**src/hdl/wpbe_pkg.sv**
```systemverilog
`default_nettype none

package wpbe_pkg;

    // Item kinds carried in the mode field.
    localparam logic [1:0] MODE_SET_COLOR   = 2'd0;
    localparam logic [1:0] MODE_START_BLINK = 2'd1;
    localparam logic [1:0] MODE_TICK        = 2'd2;

    // Configuration register indexes.
    localparam int CFG_INDEX_W = 1;
    localparam int CFG_DATA_W  = 16;
    localparam logic [CFG_INDEX_W-1:0] REG_BLINK_INTERVAL = 1'b0;
    localparam logic [CFG_INDEX_W-1:0] REG_BLINK_PAIRS    = 1'b1;

    localparam logic [15:0] INTERVAL_RESET = 16'd500;
    localparam logic [7:0]  PAIRS_RESET    = 8'd3;

    // Symbol timing in 100 ns ticks.
    localparam logic [3:0] TICKS_LONG  = 4'd8;
    localparam logic [3:0] TICKS_SHORT = 4'd4;

    localparam int         FRAME_SYMBOLS = 24;
    localparam int         SYM_IDX_W     = 5;
    localparam logic [SYM_IDX_W-1:0] LAST_SYMBOL = SYM_IDX_W'(FRAME_SYMBOLS - 1);

    // Frame queue between the front and the serializer.
    localparam int QDEPTH = 4;
    localparam int QPTR_W = $clog2(QDEPTH);
    localparam int QCNT_W = $clog2(QDEPTH + 1);

    typedef struct packed {
        logic [1:0] mode;
        logic [7:0] red;
        logic [7:0] green;
        logic [7:0] blue;
    } in_item_t;

    typedef struct packed {
        logic [3:0] high_ticks;
        logic [3:0] low_ticks;
        logic       data_bit;
        logic       last_of_frame;
        logic       blinking_now;
    } out_item_t;

    // One frame to send: color word in G, R, B order plus the blink flag.
    typedef struct packed {
        logic [23:0] grb;
        logic        blinking;
    } frame_cmd_t;

    // Up to two frames pushed by one item; the second only with the first.
    typedef struct packed {
        logic       push0;
        logic       push1;
        frame_cmd_t cmd0;
        frame_cmd_t cmd1;
    } frame_push_t;

    typedef struct packed {
        logic              not_empty;
        logic              room2;
        logic [QCNT_W-1:0] level;
    } queue_status_t;

endpackage

`default_nettype wire

```
**src/hdl/wpbe_front.sv**
```systemverilog
`default_nettype none

module wpbe_front #(
    parameter int INTERVAL_BITS = 16
) (
    input  wire logic                               clk,
    input  wire logic                               rst_n,
    input  wire logic                               cfg_write,
    input  wire logic [wpbe_pkg::CFG_INDEX_W-1:0]   cfg_index,
    input  wire logic [wpbe_pkg::CFG_DATA_W-1:0]    cfg_data,
    input  wire logic                               item_accept,
    input  wire wpbe_pkg::in_item_t                 item,
    output wpbe_pkg::frame_push_t                   push
);
    import wpbe_pkg::*;

    logic [15:0]              interval_reg;
    logic [7:0]               pairs_reg;
    logic                     active_reg, active_next;
    logic                     lit_reg, lit_next;
    logic [8:0]               tally_reg, tally_next;
    logic [INTERVAL_BITS-1:0] elapsed_reg, elapsed_next;
    logic [7:0]               red_reg, red_next;
    logic [7:0]               green_reg, green_next;
    logic [7:0]               blue_reg, blue_next;

    logic [INTERVAL_BITS+15:0] interval_wide;
    logic [INTERVAL_BITS-1:0]  limit;
    logic [INTERVAL_BITS-1:0]  elapsed_inc;
    logic [8:0]                tally_inc;
    logic                      tick;
    logic                      hit;
    logic                      done;
    logic                      lit_toggled;

    always_ff @(posedge clk or negedge rst_n)
    begin
        if (!rst_n)
        begin
            interval_reg <= INTERVAL_RESET;
            pairs_reg    <= PAIRS_RESET;
        end
        else if (cfg_write)
        begin
            unique case (cfg_index)
                REG_BLINK_INTERVAL: interval_reg <= cfg_data;
                REG_BLINK_PAIRS:    pairs_reg    <= cfg_data[7:0];
                default:            ;
            endcase
        end
    end

    // The 16-bit interval register is zero-extended or truncated to the timer width.
    assign interval_wide = {{INTERVAL_BITS{1'b0}}, interval_reg};
    assign limit         = interval_wide[INTERVAL_BITS-1:0];

    assign elapsed_inc = (elapsed_reg != {INTERVAL_BITS{1'b1}})
                         ? elapsed_reg + 1'b1 : elapsed_reg;
    assign tally_inc   = tally_reg + 9'd1;
    assign tick        = (item.mode == MODE_TICK) && active_reg;
    assign hit         = tick && (elapsed_inc >= limit);
    assign lit_toggled = !lit_reg;
    assign done        = hit && (tally_inc >= {pairs_reg, 1'b0});

    always_comb
    begin
        active_next  = active_reg;
        lit_next     = lit_reg;
        tally_next   = tally_reg;
        elapsed_next = elapsed_reg;
        red_next     = red_reg;
        green_next   = green_reg;
        blue_next    = blue_reg;
        push         = '0;

        if (item_accept)
        begin
            priority if (item.mode == MODE_SET_COLOR)
            begin
                push.push0         = 1'b1;
                push.cmd0.grb      = {item.green, item.red, item.blue};
                push.cmd0.blinking = active_reg;
            end
            else if (item.mode == MODE_START_BLINK)
            begin
                tally_next   = '0;
                active_next  = 1'b1;
                lit_next     = 1'b0;
                red_next     = item.red;
                green_next   = item.green;
                blue_next    = item.blue;
                elapsed_next = '0;
            end
            else if (tick)
            begin
                elapsed_next = hit ? '0 : elapsed_inc;
                if (hit)
                begin
                    lit_next           = lit_toggled;
                    tally_next         = tally_inc;
                    active_next        = !done;
                    push.push0         = 1'b1;
                    push.cmd0.grb      = lit_toggled ? {green_reg, red_reg, blue_reg} : 24'd0;
                    push.cmd0.blinking = !done;
                    // The run ends with one more dark frame.
                    push.push1         = done;
                    push.cmd1.grb      = 24'd0;
                    push.cmd1.blinking = 1'b0;
                end
            end
        end
    end

    always_ff @(posedge clk or negedge rst_n)
    begin
        if (!rst_n)
        begin
            active_reg  <= 1'b0;
            lit_reg     <= 1'b0;
            tally_reg   <= '0;
            elapsed_reg <= '0;
            red_reg     <= '0;
            green_reg   <= '0;
            blue_reg    <= '0;
        end
        else
        begin
            active_reg  <= active_next;
            lit_reg     <= lit_next;
            tally_reg   <= tally_next;
            elapsed_reg <= elapsed_next;
            red_reg     <= red_next;
            green_reg   <= green_next;
            blue_reg    <= blue_next;
        end
    end

endmodule

`default_nettype wire

```
**src/hdl/wpbe_queue.sv**
```systemverilog
`default_nettype none

module wpbe_queue (
    input  wire logic                    clk,
    input  wire logic                    rst_n,
    input  wire wpbe_pkg::frame_push_t   push,
    input  wire logic                    pop,
    output wpbe_pkg::frame_cmd_t         head,
    output wpbe_pkg::queue_status_t      status
);
    import wpbe_pkg::*;

    frame_cmd_t        entry_reg [QDEPTH];
    logic [QPTR_W-1:0] wr_ptr_reg, wr_ptr_next;
    logic [QPTR_W-1:0] rd_ptr_reg, rd_ptr_next;
    logic [QCNT_W-1:0] count_reg, count_next;
    logic [QPTR_W-1:0] wr_ptr_plus1;
    logic [1:0]        push_count;

    assign wr_ptr_plus1 = wr_ptr_reg + 1'b1;
    assign push_count   = {1'b0, push.push0} + {1'b0, push.push1};

    always_comb
    begin
        wr_ptr_next = wr_ptr_reg + QPTR_W'(push_count);
        rd_ptr_next = rd_ptr_reg + QPTR_W'(pop);
        count_next  = count_reg + QCNT_W'(push_count) - QCNT_W'(pop);
    end

    always_ff @(posedge clk)
    begin
        if (push.push0)
            entry_reg[wr_ptr_reg] <= push.cmd0;
        if (push.push1)
            entry_reg[wr_ptr_plus1] <= push.cmd1;
    end

    always_ff @(posedge clk or negedge rst_n)
    begin
        if (!rst_n)
        begin
            wr_ptr_reg <= '0;
            rd_ptr_reg <= '0;
            count_reg  <= '0;
        end
        else
        begin
            wr_ptr_reg <= wr_ptr_next;
            rd_ptr_reg <= rd_ptr_next;
            count_reg  <= count_next;
        end
    end

    assign head             = entry_reg[rd_ptr_reg];
    assign status.not_empty = (count_reg != '0);
    assign status.room2     = (count_reg <= QCNT_W'(QDEPTH - 2));
    assign status.level     = count_reg;

endmodule

`default_nettype wire

```
**src/hdl/wpbe_serializer.sv**
```systemverilog
`default_nettype none

module wpbe_serializer (
    input  wire logic                  clk,
    input  wire logic                  rst_n,
    input  wire wpbe_pkg::frame_cmd_t  head,
    input  wire logic                  head_valid,
    output logic                       pop,
    output logic                       symbol_valid,
    input  wire logic                  symbol_stall,
    output wpbe_pkg::out_item_t        symbol
);
    import wpbe_pkg::*;

    logic                 busy_reg, busy_next;
    logic [23:0]          word_reg, word_next;
    logic                 blink_reg, blink_next;
    logic [SYM_IDX_W-1:0] idx_reg, idx_next;
    logic                 out_valid_reg, out_valid_next;
    out_item_t            out_data_reg, out_data_next;

    logic      slot_free;
    logic      advance;
    logic      at_last;
    out_item_t current;

    assign slot_free = !out_valid_reg || !symbol_stall;
    assign advance   = slot_free && busy_reg;
    assign at_last   = (idx_reg == LAST_SYMBOL);
    // The next frame is taken on the cycle the last symbol leaves, so frames run back to back.
    assign pop       = head_valid && (!busy_reg || (advance && at_last));

    always_comb
    begin
        current.data_bit      = word_reg[23];
        current.high_ticks    = word_reg[23] ? TICKS_LONG : TICKS_SHORT;
        current.low_ticks     = word_reg[23] ? TICKS_SHORT : TICKS_LONG;
        current.last_of_frame = at_last;
        current.blinking_now  = blink_reg;
    end

    always_comb
    begin
        busy_next      = busy_reg;
        word_next      = word_reg;
        blink_next     = blink_reg;
        idx_next       = idx_reg;
        out_valid_next = out_valid_reg;
        out_data_next  = out_data_reg;

        if (slot_free)
        begin
            out_valid_next = busy_reg;
            out_data_next  = current;
        end

        priority if (pop)
        begin
            busy_next  = 1'b1;
            word_next  = head.grb;
            blink_next = head.blinking;
            idx_next   = '0;
        end
        else if (advance)
        begin
            busy_next = !at_last;
            word_next = {word_reg[22:0], 1'b0};
            idx_next  = idx_reg + 1'b1;
        end
    end

    always_ff @(posedge clk or negedge rst_n)
    begin
        if (!rst_n)
        begin
            busy_reg      <= 1'b0;
            out_valid_reg <= 1'b0;
            idx_reg       <= '0;
        end
        else
        begin
            busy_reg      <= busy_next;
            out_valid_reg <= out_valid_next;
            idx_reg       <= idx_next;
        end
    end

    always_ff @(posedge clk)
    begin
        word_reg     <= word_next;
        blink_reg    <= blink_next;
        out_data_reg <= out_data_next;
    end

    assign symbol_valid = out_valid_reg;
    assign symbol       = out_data_reg;

endmodule

`default_nettype wire

```
**src/hdl/ws2812_pixel_blink_encoder_top.sv**
```systemverilog
// Single-pixel WS2812 encoder with a blinker. Each item sets a color (one 24-symbol frame,
// G, R, B, most significant bit first), starts a blink run (no symbols), or is a millisecond
// tick that may toggle the lamp and send a frame, plus a closing dark frame at the end of a
// run; an item of the unused mode does nothing. Items are accepted one per cycle while the
// four-entry frame queue has room for two frames; the serializer then sends one symbol per
// cycle while the output is not stalled, with no gap between frames. Symbols leave through
// an output register, so a stalled output does not block new items until three frames wait
// in the queue. Configuration writes take effect on the next item.
`default_nettype none

module ws2812_pixel_blink_encoder_top #(
    parameter int INTERVAL_BITS = 16
) (
    input  wire logic                               clk,
    input  wire logic                               rst_n,
    input  wire logic                               cfg_write,
    input  wire logic [wpbe_pkg::CFG_INDEX_W-1:0]   cfg_index,
    input  wire logic [wpbe_pkg::CFG_DATA_W-1:0]    cfg_data,
    input  wire logic                               item_valid,
    output logic                                    item_stall,
    input  wire wpbe_pkg::in_item_t                 item,
    output logic                                    symbol_valid,
    input  wire logic                               symbol_stall,
    output wpbe_pkg::out_item_t                     symbol
);
    import wpbe_pkg::*;

    frame_push_t   push;
    frame_cmd_t    head;
    queue_status_t q_status;
    logic          pop;
    logic          item_accept;

    assign item_stall  = !q_status.room2;
    assign item_accept = item_valid && !item_stall;

    wpbe_front #(
        .INTERVAL_BITS (INTERVAL_BITS)
    ) u_front (
        .clk         (clk),
        .rst_n       (rst_n),
        .cfg_write   (cfg_write),
        .cfg_index   (cfg_index),
        .cfg_data    (cfg_data),
        .item_accept (item_accept),
        .item        (item),
        .push        (push)
    );

    wpbe_queue u_queue (
        .clk    (clk),
        .rst_n  (rst_n),
        .push   (push),
        .pop    (pop),
        .head   (head),
        .status (q_status)
    );

    wpbe_serializer u_serializer (
        .clk          (clk),
        .rst_n        (rst_n),
        .head         (head),
        .head_valid   (q_status.not_empty),
        .pop          (pop),
        .symbol_valid (symbol_valid),
        .symbol_stall (symbol_stall),
        .symbol       (symbol)
    );

`ifndef NO_ASSERTIONS
    a_queue_bound: assert property (@(posedge clk) disable iff (!rst_n)
        q_status.level <= QCNT_W'(QDEPTH))
        else $error("frame queue holds more than its depth");

    a_full_stalls: assert property (@(posedge clk) disable iff (!rst_n)
        (q_status.level == QCNT_W'(QDEPTH)) |-> item_stall)
        else $error("item taken while frame queue is full");

    a_symbol_code: assert property (@(posedge clk) disable iff (!rst_n)
        symbol_valid |-> ((symbol.data_bit && symbol.high_ticks == TICKS_LONG
                           && symbol.low_ticks == TICKS_SHORT)
                       || (!symbol.data_bit && symbol.high_ticks == TICKS_SHORT
                           && symbol.low_ticks == TICKS_LONG)))
        else $error("symbol timing does not match its bit");
`endif

endmodule

`default_nettype wire

```
**config.mk**
```make
export PLATFORM = sky130hd
export DESIGN_NAME = ws2812_pixel_blink_encoder_top
export DESIGN_NICKNAME = d
export VERILOG_FILES = /design/src/hdl/wpbe_pkg.sv /design/src/hdl/wpbe_front.sv /design/src/hdl/wpbe_queue.sv /design/src/hdl/wpbe_serializer.sv /design/src/hdl/ws2812_pixel_blink_encoder_top.sv
export SDC_FILE = /design/constraint.sdc
export NUM_CORES = 1
export LEC_CHECK = 0
export BUFFER_PORTS_ARGS = -buffer_cell sky130_fd_sc_hd__buf_2
export CORE_ASPECT_RATIO = 1.75
export CORE_MARGIN = 2
export CORE_UTILIZATION = 35
export DETAILED_ROUTE_END_ITERATION = 6
export PLACE_DENSITY = 0.51
export SLEW_MARGIN = 30
export SYNTH_ARGS = -nofsm -noshare
export SYNTH_HDL_FRONTEND = slang
export SYNTH_SLANG_ARGS = --single-unit
```
**constraint.sdc**
```tcl
create_clock -name clk -period 6.8 [get_ports clk]
set_input_delay 1.36 -clock clk [delete_from_list [all_inputs] [get_ports clk]]
set_output_delay 1.36 -clock clk [all_outputs]
set_load 0.02 [all_outputs]
```
==> summary.txt <==
Logic synthesis
  – Seq/Total Area, Yosys: 0.5140
  – Top cells by area, synth: dfrtp_1 20%, dfxtp_1 20%, edfxtp_1 8.8%
  – Post-synth EDFFs: 29
  – Dominant cell type by area after synthesis: dfrtp_1
  – FF+latch count, synth: 218
  – Unique cell type count in the Yosys netlist: 60
  – Most frequent cells after synthesis: 100 x dfxtp_1, 98 x o2bb2ai_1, 81 x dfrtp_1
  – Post-synth top flop: dfxtp_1
  – Top-count cell post-synth: dfxtp_1
  – Mapped Avg Cell Area: 12.24 um2
  – Cells after synthesis: 812
  – Post-Synthesis Cell Area: 9942 um2
  – Yosys Warn Count: 0
  – Area share of the largest cell type after synthesis: 0.2039
  – Async SR Flop Fraction: 0.4083

Critical path
  – CP endpoint kind: register
  – Setup CP Type: register to register
  – Crit path launch: u_front.elapsed_reg[6]
  – FF-to-FF End: u_queue.count_reg[2]
  – CP Max Fanout: 18
  – Startpoint Class: register
  – Worst Setup EP: u_queue.count_reg[2]
  – Launch point of the worst reg-to-reg path: u_front.elapsed_reg[6]
  – R2R cell count: 18
  – Reg2Reg Setup Slack: 1770 ps
  – Critical Path RT: 7200 ps
  – Worst Path Arrival: 5420 ps

Place
  – IO buf count: 56
  – RD Place Congestion: 0.8071
  – Cell Area, Placed: 10560 um2
  – Post-DP HPWL: 14.89 mm

Final layout
  – P&R area growth vs syn: 14.37%
  – Antenna diode count: 0
  – Util after Layout: 0.4065
  – Fin nets: 942
  – Final Cell Area: 11370 um2
  – # fillers: 2712
  – Share of cells above drive strength 1: 0.2626
  – Largest register FFs: 100

Floorplan
  – Die area: 29820 um2
  – Initial Util: 0.3554
  – Core box area: 27970 um2
  – IO Pins: 61
  – Die Span X: 131.4 um
  – Row Count: 81
  – Die height: 227.0 um

Global route
  – Tot GR Track Use: 0.1588
  – Largest net degree at the start of global routing: 51
  – Initial antenna violation count: 1
  – First-pass GRT wire length: 37.71 mm
  – Vias in the first global route: 6834
  – GR Overflow Total: 0

Timing
  – Fin Setup TNS: 0 ps
  – Final Skew: 13.44 ps
  – Clock period minus worst slack: 5027 ps
  – Endpoints failing setup: 0
  – Final worst-path cycle share: 0.7393
  – Slew Limit Headroom: 0.3699
  – Actual slew at the worst max-slew pin: 942.8 ps
  – Fin Hold WS: 456.5 ps
  – Fmax: 198.9 MHz
  – Max Slew Vio Count: 0
  – RSZ-0062 raised after global routing: no
  – Count of final hold-check violations: 0

Detailed routing
  – Routed WL per cell: 18.56 um
  – Vias/cell: 5.202
  – DRC violations left: 0
  – Number of iterations in the first detailed-routing pass: 4
  – Initial drt markers: 310
  – Detailed Route WL: 23.18 mm
  – Final ANT Viol Nets: 0
  – Via total after detailed routing: 6497

Pwr
  – Net Sw Frac: 0.2812
  – Psw: 1.123 mW
  – Pwr dens: 351.1 nW/um2
  – Internal Power: 2.870 mW
  – Leak: 4.523 nW
  – Total power: 3.993 mW
  – Peak VDD IR: 200.9 uV
  – Clk pwr share: 0.323
  – Seq pwr share: 0.466
  – Comb pwr share: 0.211

Clocking
  – Worst-Skew Late Latency: 520 ps
  – Post-CTS setup buffer count: 0
  – Resized Gates After CTS: 0
  – Clock Pin Slew Worst Setup and Hold Paths: 60 ps
  – H-tree Lvls: 1
  – Max clock buf depth: 3
  – Clock Sink Count: 218
  – Total CTS buffers: 22
  – Hold-fix buffers at CTS: 0
  – CTS tree: yes
  – Root Driver: clkbuf_16

Min path
  – Hold Path Class: register to register

Job
  – Max-cap violations: 0

Outcome
  – Status: complete, no violations
==> how the worst min path moves through the flow <==
stage / start / to / slack [ps] / cells after the start
6_report: u_queue.entry_reg[2][14] / u_queue.entry_reg[2][14] / 460 / 1
5_1_grt: u_queue.entry_reg[2][1] / u_queue.entry_reg[2][1] / 470 / 1
4_1_cts: u_queue.entry_reg[1][21] / u_queue.entry_reg[1][21] / 460 / 1
3_5_place_dp: u_queue.entry_reg[2][18] / u_queue.entry_reg[2][18] / 440 / 1
3_3_place_gp: u_queue.entry_reg[2][3] / u_queue.entry_reg[2][3] / 440 / 1
2_1_floorplan: u_serializer.blink_reg / u_serializer.symbol[0] / 400 / 0
==> area by class of cell <==
type / count / area, um2 / share of cell area
inverter: 38 / 142.6 / 0.01254
sequential: 218 / 5111 / 0.4495
timing repair buffer: 71 / 442.9 / 0.03895
clock inverter: 7 / 113.9 / 0.01001
clock buffer: 33 / 653.1 / 0.05744
multi-input combinational: 509 / 4441 / 0.3905
tap: 373 / 466.7 / 0.04104
==> metal layers <==
metal | GRT usage | up-vias | routed length [um]
li1 | - | 3122 | -
met1 | 0.1817 | 3218 | 9606
met2 | 0.3032 | 117 | 12190
met3 | 0.02138 | 38 | 818
met4 | 0.05330 | 2 | 550
met5 | 0 | - | 13
==> worst max-delay path: stages (launching register included) <==
cell,delay (ps)
dfrtp_1,450
and4_1,250
nand4_1,210
or3_1,520
nor2b_1,220
nand4_1,150
xnor2_1,80
ha_1,290
nand4_1,170
nor3_1,370
a311oi_4,160
a21boi_4,540
or2_1,340
ha_1,230
inv_1,60
ha_1,260
inv_1,50
fa_1,420
xnor2_1,130
==> power groups by stage <==
stage | sequential [mW] | combinational (mW) | clock [mW]
2_1_floorplan | 1.79 | 0.700 | 0
3_3_place_gp | 1.88 | 0.842 | 0
3_5_place_dp | 1.89 | 0.856 | 0
4_1_cts | 1.86 | 0.859 | 1.33
5_1_grt | 1.90 | 0.930 | 1.38
6_report | 1.86 | 0.841 | 1.29
==> cell usage in the layout, fill, tap and decap left out, types with 25 or more instances in the layout <==
cell type	netlist	routed
dfxtp_1	100	100
o2bb2ai_1	98	98
dfrtp_1	81	80
nand2_1	63	63
mux2_2	58	58
buf_2	3	55
inv_1	37	37
ha_1	33	33
edfxtp_1	29	29
o21ai_0	26	26
mux4_2	25	25
==> cells by family (layout without fill, tap and decap cells) <==
group	count (synthesis)	after routing	share of synthesized area
flip-flops	218	218	0.5140
multiplexers	84	84	0.1233
AND/OR/NAND/NOR	152	152	0.07287
other	1	4	0.0003772
buffers and inverters	88	149	0.04317
adder cells (fa/ha/maj)	34	34	0.04354
XOR/XNOR	27	27	0.02379
AO/OA/AOI/OAI	208	208	0.1790
==> through the flow <==
step / instances / setup slack [ps]
floorplan: 815 / 2413
global placement: 1206 / 1826
detailed placement: 1207 / 1725
CTS: 1247 / 1712
global route: 1249 / 1364
finish: 1249 / 1773
(Power assumes the default switching activity.)
